[config.mk]
export PLATFORM = sky130hd
export DESIGN_NAME = token_bucket_admission_queue_unit
export DESIGN_NICKNAME = d
export VERILOG_FILES = /design/src/hdl/tbaq_pkg.sv /design/src/hdl/tbaq_ram.sv /design/src/hdl/tbaq_front.sv /design/src/hdl/tbaq_outq.sv /design/src/hdl/tbaq_back.sv /design/src/hdl/token_bucket_admission_queue_unit.sv
export SDC_FILE = /design/constraint.sdc
export NUM_CORES = 2
export LEC_CHECK = 0
export BUFFER_PORTS_ARGS = -buffer_cell sky130_fd_sc_hd__buf_2
export CORE_MARGIN = 2
export CORE_UTILIZATION = 51
export CTS_CLUSTER_SIZE = 28
export DETAILED_ROUTE_END_ITERATION = 7
export GPL_TIMING_DRIVEN = 0
export PLACE_DENSITY = 0.67
export SYNTH_ARGS = -nofsm -noshare
export SYNTH_HDL_FRONTEND = slang
export SYNTH_SLANG_ARGS = --single-unit
[constraint.sdc]
create_clock -name clk -period 6.62 [get_ports clk]
set_input_delay 0.331 -clock clk [delete_from_list [all_inputs] [get_ports clk]]
set_output_delay 0.331 -clock clk [all_outputs]
set_load 0.02 [all_outputs]
[src/hdl/tbaq_pkg.sv]
package tbaq_pkg;

	localparam int PERIOD_W = 24;
	localparam int CAP_W    = 16;
	localparam int CONC_W   = 16;
	localparam int QLIM_W   = 7;
	localparam int TAG_W    = 16;
	localparam int TOK_W    = 16;
	localparam int REJ_W    = 32;
	localparam int CFG_W    = 24;
	localparam int CFG_IDX_W = 2;

	localparam logic [CFG_IDX_W-1:0] REG_PERIOD   = 2'd0;
	localparam logic [CFG_IDX_W-1:0] REG_CAPACITY = 2'd1;
	localparam logic [CFG_IDX_W-1:0] REG_MAX_CONC = 2'd2;
	localparam logic [CFG_IDX_W-1:0] REG_Q_LIMIT  = 2'd3;

	localparam logic [PERIOD_W-1:0] PERIOD_RST   = 24'd1000;
	localparam logic [CAP_W-1:0]    CAPACITY_RST = 16'd100;
	localparam logic [CONC_W-1:0]   MAX_CONC_RST = 16'd8;
	localparam logic [QLIM_W-1:0]   Q_LIMIT_RST  = 7'd64;

	typedef enum logic [1:0] {
		ACT_NONE     = 2'd0,
		ACT_DISPATCH = 2'd1,
		ACT_QUEUE    = 2'd2,
		ACT_REJECT   = 2'd3
	} action_t;

	typedef struct packed {
		logic [PERIOD_W-1:0] period;
		logic [CAP_W-1:0]    capacity;
		logic [CONC_W-1:0]   max_conc;
		logic [QLIM_W-1:0]   q_limit;
	} cfg_t;

	// classified event word
	typedef struct packed {
		logic             done;     // completion
		logic             two_tok;  // arrival of a write
		logic [TAG_W-1:0] tag;
	} evt_t;

	typedef struct packed {
		action_t          action;
		logic [TAG_W-1:0] tag;
		logic             wr;
		logic [TOK_W-1:0] tokens;
		logic [REJ_W-1:0] rejects;
	} res_t;

endpackage

[src/hdl/tbaq_ram.sv]
module tbaq_ram #(
	parameter int WIDTH = 17,
	parameter int DEPTH = 64
) (
	input  logic                                     clk,
	input  logic                                     we,
	input  logic [((DEPTH > 1) ? $clog2(DEPTH) : 1)-1:0] waddr,
	input  logic [WIDTH-1:0]                         wdata,
	input  logic [((DEPTH > 1) ? $clog2(DEPTH) : 1)-1:0] raddr,
	output logic [WIDTH-1:0]                         rdata
);
	logic [WIDTH-1:0] mem [DEPTH];

	always_ff @(posedge clk) begin
		if (we) begin
			mem[waddr] <= wdata;
		end
		rdata <= mem[raddr];
	end

endmodule

[src/hdl/tbaq_front.sv]
module tbaq_front #(
	parameter int TIME_BITS = 40
) (
	input  logic                 clk,
	input  logic                 arst_n,
	input  logic                 push,
	output logic                 full,
	input  logic                 kind,
	input  logic [TIME_BITS-1:0] event_time,
	input  logic [15:0]          request_tag,
	input  logic                 write_flag,
	output logic                 ev_valid,
	input  logic                 ev_take,
	output tbaq_pkg::evt_t       ev,
	output logic [TIME_BITS-1:0] ev_time
);
	import tbaq_pkg::*;

	evt_t                 evt_q  [2];
	logic [TIME_BITS-1:0] time_q [2];
	logic                 wr_ptr_q;
	logic                 rd_ptr_q;
	logic [1:0]           cnt_q;
	logic                 do_push;
	logic                 do_pop;
	evt_t                 cls;

	always_comb begin
		cls.done    = kind;
		cls.two_tok = !kind && write_flag;
		cls.tag     = request_tag;
	end

	assign full     = (cnt_q == 2'd2);
	assign ev_valid = (cnt_q != 2'd0);
	assign do_push  = push && !full;
	assign do_pop   = ev_take && ev_valid;
	assign ev       = evt_q[rd_ptr_q];
	assign ev_time  = time_q[rd_ptr_q];

	always_ff @(posedge clk or negedge arst_n) begin
		if (!arst_n) begin
			wr_ptr_q <= 1'b0;
			rd_ptr_q <= 1'b0;
			cnt_q    <= 2'd0;
		end else begin
			if (do_push) begin
				wr_ptr_q <= !wr_ptr_q;
			end
			if (do_pop) begin
				rd_ptr_q <= !rd_ptr_q;
			end
			case ({do_push, do_pop})
				2'b10:   cnt_q <= cnt_q + 2'd1;
				2'b01:   cnt_q <= cnt_q - 2'd1;
				default: cnt_q <= cnt_q;
			endcase
		end
	end

	always_ff @(posedge clk) begin
		if (do_push) begin
			evt_q[wr_ptr_q]  <= cls;
			time_q[wr_ptr_q] <= event_time;
		end
	end

endmodule

[src/hdl/tbaq_outq.sv]
module tbaq_outq (
	input  logic           clk,
	input  logic           arst_n,
	input  logic           res_push,
	output logic           res_full,
	input  tbaq_pkg::res_t din,
	output logic           empty,
	input  logic           pop,
	output tbaq_pkg::res_t dout
);
	import tbaq_pkg::*;

	res_t       word_q [2];
	logic       wr_ptr_q;
	logic       rd_ptr_q;
	logic [1:0] cnt_q;
	logic       do_push;
	logic       do_pop;

	assign res_full = (cnt_q == 2'd2);
	assign empty    = (cnt_q == 2'd0);
	assign do_push  = res_push && !res_full;
	assign do_pop   = pop && !empty;
	assign dout     = word_q[rd_ptr_q];

	always_ff @(posedge clk or negedge arst_n) begin
		if (!arst_n) begin
			wr_ptr_q <= 1'b0;
			rd_ptr_q <= 1'b0;
			cnt_q    <= 2'd0;
		end else begin
			if (do_push) begin
				wr_ptr_q <= !wr_ptr_q;
			end
			if (do_pop) begin
				rd_ptr_q <= !rd_ptr_q;
			end
			case ({do_push, do_pop})
				2'b10:   cnt_q <= cnt_q + 2'd1;
				2'b01:   cnt_q <= cnt_q - 2'd1;
				default: cnt_q <= cnt_q;
			endcase
		end
	end

	always_ff @(posedge clk) begin
		if (do_push) begin
			word_q[wr_ptr_q] <= din;
		end
	end

endmodule

[src/hdl/tbaq_back.sv]
module tbaq_back #(
	parameter int QUEUE_DEPTH = 64,
	parameter int TIME_BITS   = 40
) (
	input  logic                 clk,
	input  logic                 arst_n,
	input  tbaq_pkg::cfg_t       cfg,
	input  logic                 ev_valid,
	input  tbaq_pkg::evt_t       ev,
	input  logic [TIME_BITS-1:0] ev_time,
	output logic                 ev_take,
	input  logic                 res_full,
	output logic                 res_push,
	output tbaq_pkg::res_t       res
);
	import tbaq_pkg::*;

	localparam int ITERS = (TIME_BITS + 1) / 2;
	localparam int DW    = 2 * ITERS;
	localparam int SW    = $clog2(ITERS + 1);
	localparam int AW    = (QUEUE_DEPTH > 1) ? $clog2(QUEUE_DEPTH) : 1;
	localparam int CW    = $clog2(QUEUE_DEPTH + 1);
	localparam int LW    = (CW > QLIM_W) ? CW : QLIM_W;
	localparam int EW    = (DW > 17) ? DW : 17;
	localparam int ENT_W = TAG_W + 1;
	localparam logic [16:0] EARN_CLAMP = 17'h1FFFF;

	typedef enum logic [1:0] {
		ST_IDLE,
		ST_DIV,
		ST_APPLY,
		ST_DECIDE
	} state_t;

	state_t               state_q;
	logic [SW-1:0]        step_q;
	logic [TOK_W-1:0]     token_q;
	logic [TIME_BITS-1:0] last_q;
	logic [CONC_W-1:0]    active_q;
	logic [AW-1:0]        head_q;
	logic [AW-1:0]        tail_q;
	logic [CW-1:0]        wcount_q;
	logic [REJ_W-1:0]     rej_q;

	evt_t                 evt_q;
	logic [TIME_BITS-1:0] now_q;
	logic [DW-1:0]        dq_q;     // dividend in, quotient out
	logic [PERIOD_W-1:0]  rem_q;

	// refill setup
	logic                 skip;
	logic [TIME_BITS-1:0] delta;

	// two restoring steps a cycle
	logic [PERIOD_W:0]    t1, t2;
	logic [PERIOD_W-1:0]  r1, r2;
	logic                 b1, b2;

	// refill apply
	logic [EW-1:0]        q_ext;
	logic [16:0]          earned_c;
	logic [17:0]          fill_sum;
	logic [TOK_W-1:0]     token_fill;
	logic [TIME_BITS-1:0] last_fill;

	// admission decision
	logic [ENT_W-1:0]     entry;
	logic                 two;
	logic [TOK_W-1:0]     cost;
	logic                 can_go;
	logic [LW-1:0]        q_lim;
	logic                 q_room;
	logic [AW-1:0]        head_nx;
	logic [AW-1:0]        tail_nx;
	logic                 fire;
	logic                 ram_we;
	logic [TOK_W-1:0]     token_nx;
	logic [REJ_W-1:0]     rej_nx;

	assign skip  = (cfg.period == '0) || (ev_time <= last_q);
	assign delta = ev_time - last_q;

	always_comb begin
		t1 = {rem_q, dq_q[DW-1]};
		b1 = (t1 >= {1'b0, cfg.period});
		r1 = b1 ? PERIOD_W'(t1 - {1'b0, cfg.period}) : t1[PERIOD_W-1:0];
		t2 = {r1, dq_q[DW-2]};
		b2 = (t2 >= {1'b0, cfg.period});
		r2 = b2 ? PERIOD_W'(t2 - {1'b0, cfg.period}) : t2[PERIOD_W-1:0];
	end

	always_comb begin
		q_ext      = EW'(dq_q);
		earned_c   = (q_ext > EW'(EARN_CLAMP)) ? EARN_CLAMP : q_ext[16:0];
		fill_sum   = {2'b00, token_q} + {1'b0, earned_c};
		token_fill = (fill_sum > {2'b00, cfg.capacity}) ? cfg.capacity
			: fill_sum[TOK_W-1:0];
		// last + earned * period is now less the remainder
		last_fill  = now_q - TIME_BITS'(rem_q);
	end

	tbaq_ram #(
		.WIDTH(ENT_W),
		.DEPTH(QUEUE_DEPTH)
	) u_wait_ram (
		.clk  (clk),
		.we   (ram_we),
		.waddr(tail_q),
		.wdata({evt_q.tag, evt_q.two_tok}),
		.raddr(head_q),
		.rdata(entry)
	);

	always_comb begin
		two     = evt_q.done ? entry[0] : evt_q.two_tok;
		cost    = two ? TOK_W'(2) : TOK_W'(1);
		can_go  = (active_q < cfg.max_conc) && (token_q >= cost);
		q_lim   = (LW'(cfg.q_limit) < LW'(QUEUE_DEPTH)) ? LW'(cfg.q_limit)
			: LW'(QUEUE_DEPTH);
		q_room  = (LW'(wcount_q) < q_lim);
		head_nx = (head_q == AW'(QUEUE_DEPTH - 1)) ? '0 : AW'(head_q + 1'b1);
		tail_nx = (tail_q == AW'(QUEUE_DEPTH - 1)) ? '0 : AW'(tail_q + 1'b1);
		rej_nx  = (rej_q == '1) ? rej_q : rej_q + 1'b1;

		fire     = (state_q == ST_DECIDE) && !res_full;
		ram_we   = fire && !evt_q.done && !can_go && q_room;
		token_nx = token_q;
		res.action  = ACT_NONE;
		res.tag     = '0;
		res.wr      = 1'b0;
		res.rejects = rej_q;

		if (!evt_q.done) begin
			res.tag = evt_q.tag;
			res.wr  = evt_q.two_tok;
			if (can_go) begin
				res.action = ACT_DISPATCH;
				token_nx   = token_q - cost;
			end else if (q_room) begin
				res.action = ACT_QUEUE;
			end else begin
				res.action  = ACT_REJECT;
				res.rejects = rej_nx;
			end
		end else if (wcount_q != '0 && can_go) begin
			res.action = ACT_DISPATCH;
			res.tag    = entry[ENT_W-1:1];
			res.wr     = entry[0];
			token_nx   = token_q - cost;
		end
		res.tokens = token_nx;
	end

	assign ev_take  = (state_q == ST_IDLE) && ev_valid;
	assign res_push = fire;

	always_ff @(posedge clk or negedge arst_n) begin
		if (!arst_n) begin
			state_q  <= ST_IDLE;
			step_q   <= '0;
			token_q  <= '0;
			last_q   <= '0;
			active_q <= '0;
			head_q   <= '0;
			tail_q   <= '0;
			wcount_q <= '0;
			rej_q    <= '0;
		end else begin
			case (state_q)
				ST_IDLE: begin
					if (ev_valid) begin
						if (ev.done && active_q != '0) begin
							active_q <= active_q - 1'b1;
						end
						step_q  <= SW'(ITERS - 1);
						state_q <= skip ? ST_APPLY : ST_DIV;
					end
				end
				ST_DIV: begin
					if (step_q == '0) begin
						state_q <= ST_APPLY;
					end else begin
						step_q <= step_q - 1'b1;
					end
				end
				ST_APPLY: begin
					if (dq_q != '0) begin
						token_q <= token_fill;
						last_q  <= last_fill;
					end
					state_q <= ST_DECIDE;
				end
				ST_DECIDE: begin
					if (fire) begin
						token_q <= token_nx;
						rej_q   <= res.rejects;
						if (res.action == ACT_DISPATCH) begin
							active_q <= active_q + 1'b1;
						end
						if (res.action == ACT_QUEUE) begin
							tail_q   <= tail_nx;
							wcount_q <= wcount_q + 1'b1;
						end
						if (res.action == ACT_DISPATCH && evt_q.done) begin
							head_q   <= head_nx;
							wcount_q <= wcount_q - 1'b1;
						end
						state_q <= ST_IDLE;
					end
				end
				default: state_q <= ST_IDLE;
			endcase
		end
	end

	always_ff @(posedge clk) begin
		if (ev_take) begin
			evt_q <= ev;
			now_q <= ev_time;
			rem_q <= '0;
			// a zero dividend gives no refill
			dq_q  <= skip ? '0 : DW'(delta);
		end else if (state_q == ST_DIV) begin
			rem_q <= r2;
			dq_q  <= {dq_q[DW-3:0], b1, b2};
		end
	end

endmodule

[src/hdl/token_bucket_admission_queue_unit.sv]
// Channel   Handshake         Word
// event     push / full       kind, event_time, request_tag, write_flag
// result    empty / pop       action, out_tag, out_write, tokens_left, reject_total
// config    cfg_we            cfg_index, cfg_data
//
// An event passes through the take, divide, apply and decide states of the back end;
// the refill divider retires two quotient bits a cycle. An event whose time is not
// past the last refill, or that meets a zero period, skips the divider and passes
// only through the take, apply and decide states.
// Two-word queues on the event and result sides let either side stall alone;
// the back end holds its result while the result queue is full.
// arst_n clears all control state and restores the register defaults.
module token_bucket_admission_queue_unit #(
	parameter int QUEUE_DEPTH = 64,
	parameter int TIME_BITS   = 40
) (
	input  logic                           clk,
	input  logic                           arst_n,
	input  logic                           cfg_we,
	input  logic [tbaq_pkg::CFG_IDX_W-1:0] cfg_index,
	input  logic [tbaq_pkg::CFG_W-1:0]     cfg_data,
	input  logic                           push,
	output logic                           full,
	input  logic                           kind,
	input  logic [TIME_BITS-1:0]           event_time,
	input  logic [15:0]                    request_tag,
	input  logic                           write_flag,
	output logic                           empty,
	input  logic                           pop,
	output tbaq_pkg::action_t              action,
	output logic [15:0]                    out_tag,
	output logic                           out_write,
	output logic [15:0]                    tokens_left,
	output logic [31:0]                    reject_total
);
	import tbaq_pkg::*;

	cfg_t                 cfg_q;
	logic                 ev_valid;
	logic                 ev_take;
	evt_t                 ev;
	logic [TIME_BITS-1:0] ev_time;
	logic                 res_full;
	logic                 res_push;
	res_t                 res;
	res_t                 head;

	always_ff @(posedge clk or negedge arst_n) begin
		if (!arst_n) begin
			cfg_q.period   <= PERIOD_RST;
			cfg_q.capacity <= CAPACITY_RST;
			cfg_q.max_conc <= MAX_CONC_RST;
			cfg_q.q_limit  <= Q_LIMIT_RST;
		end else if (cfg_we) begin
			case (cfg_index)
				REG_PERIOD:   cfg_q.period   <= cfg_data[PERIOD_W-1:0];
				REG_CAPACITY: cfg_q.capacity <= cfg_data[CAP_W-1:0];
				REG_MAX_CONC: cfg_q.max_conc <= cfg_data[CONC_W-1:0];
				REG_Q_LIMIT:  cfg_q.q_limit  <= cfg_data[QLIM_W-1:0];
				default:      cfg_q <= cfg_q;
			endcase
		end
	end

	tbaq_front #(
		.TIME_BITS(TIME_BITS)
	) u_front (
		.clk        (clk),
		.arst_n     (arst_n),
		.push       (push),
		.full       (full),
		.kind       (kind),
		.event_time (event_time),
		.request_tag(request_tag),
		.write_flag (write_flag),
		.ev_valid   (ev_valid),
		.ev_take    (ev_take),
		.ev         (ev),
		.ev_time    (ev_time)
	);

	tbaq_back #(
		.QUEUE_DEPTH(QUEUE_DEPTH),
		.TIME_BITS  (TIME_BITS)
	) u_back (
		.clk     (clk),
		.arst_n  (arst_n),
		.cfg     (cfg_q),
		.ev_valid(ev_valid),
		.ev      (ev),
		.ev_time (ev_time),
		.ev_take (ev_take),
		.res_full(res_full),
		.res_push(res_push),
		.res     (res)
	);

	tbaq_outq u_outq (
		.clk     (clk),
		.arst_n  (arst_n),
		.res_push(res_push),
		.res_full(res_full),
		.din     (res),
		.empty   (empty),
		.pop     (pop),
		.dout    (head)
	);

	assign action       = head.action;
	assign out_tag      = head.tag;
	assign out_write    = head.wr;
	assign tokens_left  = head.tokens;
	assign reject_total = head.rejects;

endmodule

==> flow_metrics.env <==
export IMPL_status="completed"
export IMPL_worstRegToRegCells=13
export IMPL_gr_total_overflow=0
export IMPL_synth_area_leader_cell="edfxtp_1"
export IMPL_cts_buffers=172
export IMPL_final_setup_tns_ns=0
export IMPL_cp_start_kind="register"
export IMPL_min_period_ns=6.41
export IMPL_wl_mm=184
export IMPL_postRouteAntennaNets=0
export IMPL_fin_nets=5413
export IMPL_ir_worst_vdd_mv=0.275
export IMPL_drv_slew=0
export IMPL_synth_common_cells="1436 x edfxtp_1, 357 x mux4_2, 261 x nand2_1"
export IMPL_ys_ff_latch=1678
export IMPL_syn_cell_area_um2=74200
export IMPL_hpwl_mm=131
export IMPL_cap_viol_max_count=0
export IMPL_die_x_um=385
export IMPL_syn_num_nets=4891
export IMPL_rows=139
export IMPL_drive_above_1_share_pct=23.2
export IMPL_drt_iter0_drc=4198
export IMPL_synth_top_area_share_pct=58.1
export IMPL_crit_path_end_kind="register"
export IMPL_die_h_um=385
export IMPL_fmax_mhz=156
export IMPL_die_area_um2=148000
export IMPL_drt_pre_antenna_iters=6
export IMPL_cts_tree="done"
export IMPL_synth_cell_type_count=98
export IMPL_wl_per_cell_um=25.6
export IMPL_via_per_inst=5.98
export IMPL_async_flop_share_pct=12.0
export IMPL_required_ns=7.04
export IMPL_setup_viol=0
export IMPL_vias=42900
export IMPL_cts_sinks=1678
export IMPL_fin_crit_sh_pct=96.8
export IMPL_critPathKind="register to register"
export IMPL_place_congestion=0.895
export IMPL_fill_cells=10700
export IMPL_placed_area_um2=79600
export IMPL_grt_pass1_wl_mm=272
export IMPL_power_uw=42400
export IMPL_design_area_um2=86400
export IMPL_io_pins=158
export IMPL_crit_path_max_fanout=17
export IMPL_crit_arrival_ns=6.82
export IMPL_hold_depth=3
export IMPL_route_detailed_drc=0
export IMPL_hp_class="input port to register"
export IMPL_worst_slew_pin_slew_ns=1.36
export IMPL_synth_most_common_cell="edfxtp_1"
export IMPL_synth_warning_count=0
export IMPL_syn_to_final_growth_pct=16.5
export IMPL_synth_area_top_cells="edfxtp_1 58%, mux4_2 11%, dfrtp_1 6.4%, ha_1 3.3%, mux2_2 2.8%"
export IMPL_start_util_pct=51.5
export IMPL_hold_viol=0
export IMPL_grt_antenna_before_repair=6
export IMPL_htreeDepth=4
export IMPL_grt_pass1_vias=42300
export IMPL_clock_latency_ns=0.82
export IMPL_syn_avg_cell_area_um2=16.1
export IMPL_clk_pin_slew_ns=0.06
export IMPL_synth_edf_count=1436
export IMPL_synthFlopType="edfxtp_1"
export IMPL_io_buffers=157
export IMPL_leakagePower_uw=0.0301
export IMPL_track_usage_pct=24.8
export IMPL_synthCells=4596
export IMPL_cts_buffer_depth=3
export IMPL_grt_max_degree=96
export IMPL_root_buffer="clkbuf_16"
export IMPL_slew_headroom_pct=9.29
export IMPL_power_density_nw_per_um2=490
export IMPL_ys_seq_area_share_pct=66.0
export IMPL_clock_skew_ns=0.0496
export IMPL_core_area_um2=144000
==> sequential cells by signal (all words and copies together), names as in the netlist, 17 cells and up <==
signal / flops
u_back.evt_q: 18
u_back.rem_q: 24
u_back.u_wait_ram.rdata: 17
u_back.u_wait_ram.mem: 1088
u_back.now_q: 40
u_back.rej_q: 32
u_back.last_q: 40
u_back.dq_q: 40
cfg_q: 63
u_outq.word_q: 134
u_front.time_q: 80
u_front.evt_q: 36
==> layout by cell type (no fill, tap or decap), types with 169 or more instances in the layout <==
cell type	netlist	layout
buf_2	15	169
clkbuf_1	134	174
clkbuf_16	0	175
dfrtp_1	190	190
edfxtp_1	1436	1436
ha_1	198	198
inv_1	187	186
mux2_2	184	184
mux4_2	357	357
nand2_1	261	260
o21ai_0	182	180
==> metrics by stage <==
step	setup WS, ns	std cells	utilization [%]	hold WS (ns)
CTS	0.0677	7168	59.9	0.0167
finish	0.213	7173	60.0	0.0461
global route	-0.0547	7171	60.0	0.0269
floorplan	1.19	4596	-	0.0354
detailed placement	-1.09	6758	55.3	0.192
global placement	-1.85	6656	53.7	0.466
==> repair_timing <==
action	in CTS	in global routing
pin swaps	1	3
cloned	0	0
setup endpoints to repair	25	89
resized for setup	6	16
hold endpoints to repair	287	0
hold buffers	86	0
setup buffers	1	2
==> kinds of logic after synthesis <==
kind of cell	synth area share, %
AO/OA/AOI/OAI	6.07
flip-flops	66.0
AND/OR/NAND/NOR	5.60
XOR/XNOR	2.79
adder cells (fa/ha/maj)	3.56
multiplexers	13.9
buffers and inverters	2.01
==> final timing paths <==
path	end	start	slack, ns
max in group asynchronous	u_back.last_q[35]$_DFFE_PN0P_	arst_n	5.00
min reg2reg	u_back.last_q[30]$_DFFE_PN0P_	u_back.last_q[30]$_DFFE_PN0P_	0.48
max reg2reg	u_back.u_wait_ram.mem[27][10]$_DFFE_PP_	u_back.evt_q[17]$_DFFE_PP_	0.21
max	u_back.u_wait_ram.mem[27][10]$_DFFE_PP_	u_back.evt_q[17]$_DFFE_PP_	0.21
min in group asynchronous	u_back.rej_q[20]$_DFFE_PN0P_	arst_n	0.58
min	u_front.wr_ptr_q$_DFFE_PN0P_	push	0.05
==> layer usage <==
layer / up-vias / share of wire, % / wire length [um] / track usage [%]
met5: - / 0.0044 / 8 / 0
met4: 2 / 2.4 / 4350 / 6.56
met3: 262 / 7.1 / 13100 / 4.15
met2: 1639 / 47 / 86000 / 38.5
met1: 21900 / 44 / 80200 / 36.6
li1: 19100 / - / - / -
==> worst max-delay path: stages (launching register included) <==
cell and delay (ns):
edfxtp_1 0.32, clkbuf_1 0.71, mux2i_1 0.64, ha_1 0.31
fa_1 0.31, nand2b_1 0.18, nor2_8 0.15, nand3_2 0.11
nand3_2 0.11, a21oi_2 0.12, nor4b_2 0.82, buf_2 0.45
nand3_1 0.71, nor2_2 1.02
==> power breakdown <==
group	internal, uW	switching, uW	total, uW
Combinational	7140	10500	17700
Sequential	13800	1030	14800
Clock	5680	4200	9880
Total	26600	15800	42400
==> cell type report <==
| cell class | count | area, um^2 | share of cell area, % |
|---|---|---|---|
| flip-flops and latches | 1678 | 49000 | 56.7 |
| multi-input cells | 2533 | 24000 | 27.7 |
| clock buffers | 224 | 4640 | 5.37 |
| repair buffers | 348 | 3750 | 4.34 |
| well taps | 1903 | 2380 | 2.76 |
| clock inverters | 99 | 1180 | 1.36 |
| plain buffers | 197 | 795 | 0.919 |
| inverters | 188 | 708 | 0.820 |
| diodes | 3 | 7.51 | 0.00869 |
Note: power is estimated with default switching activity, not from simulation.
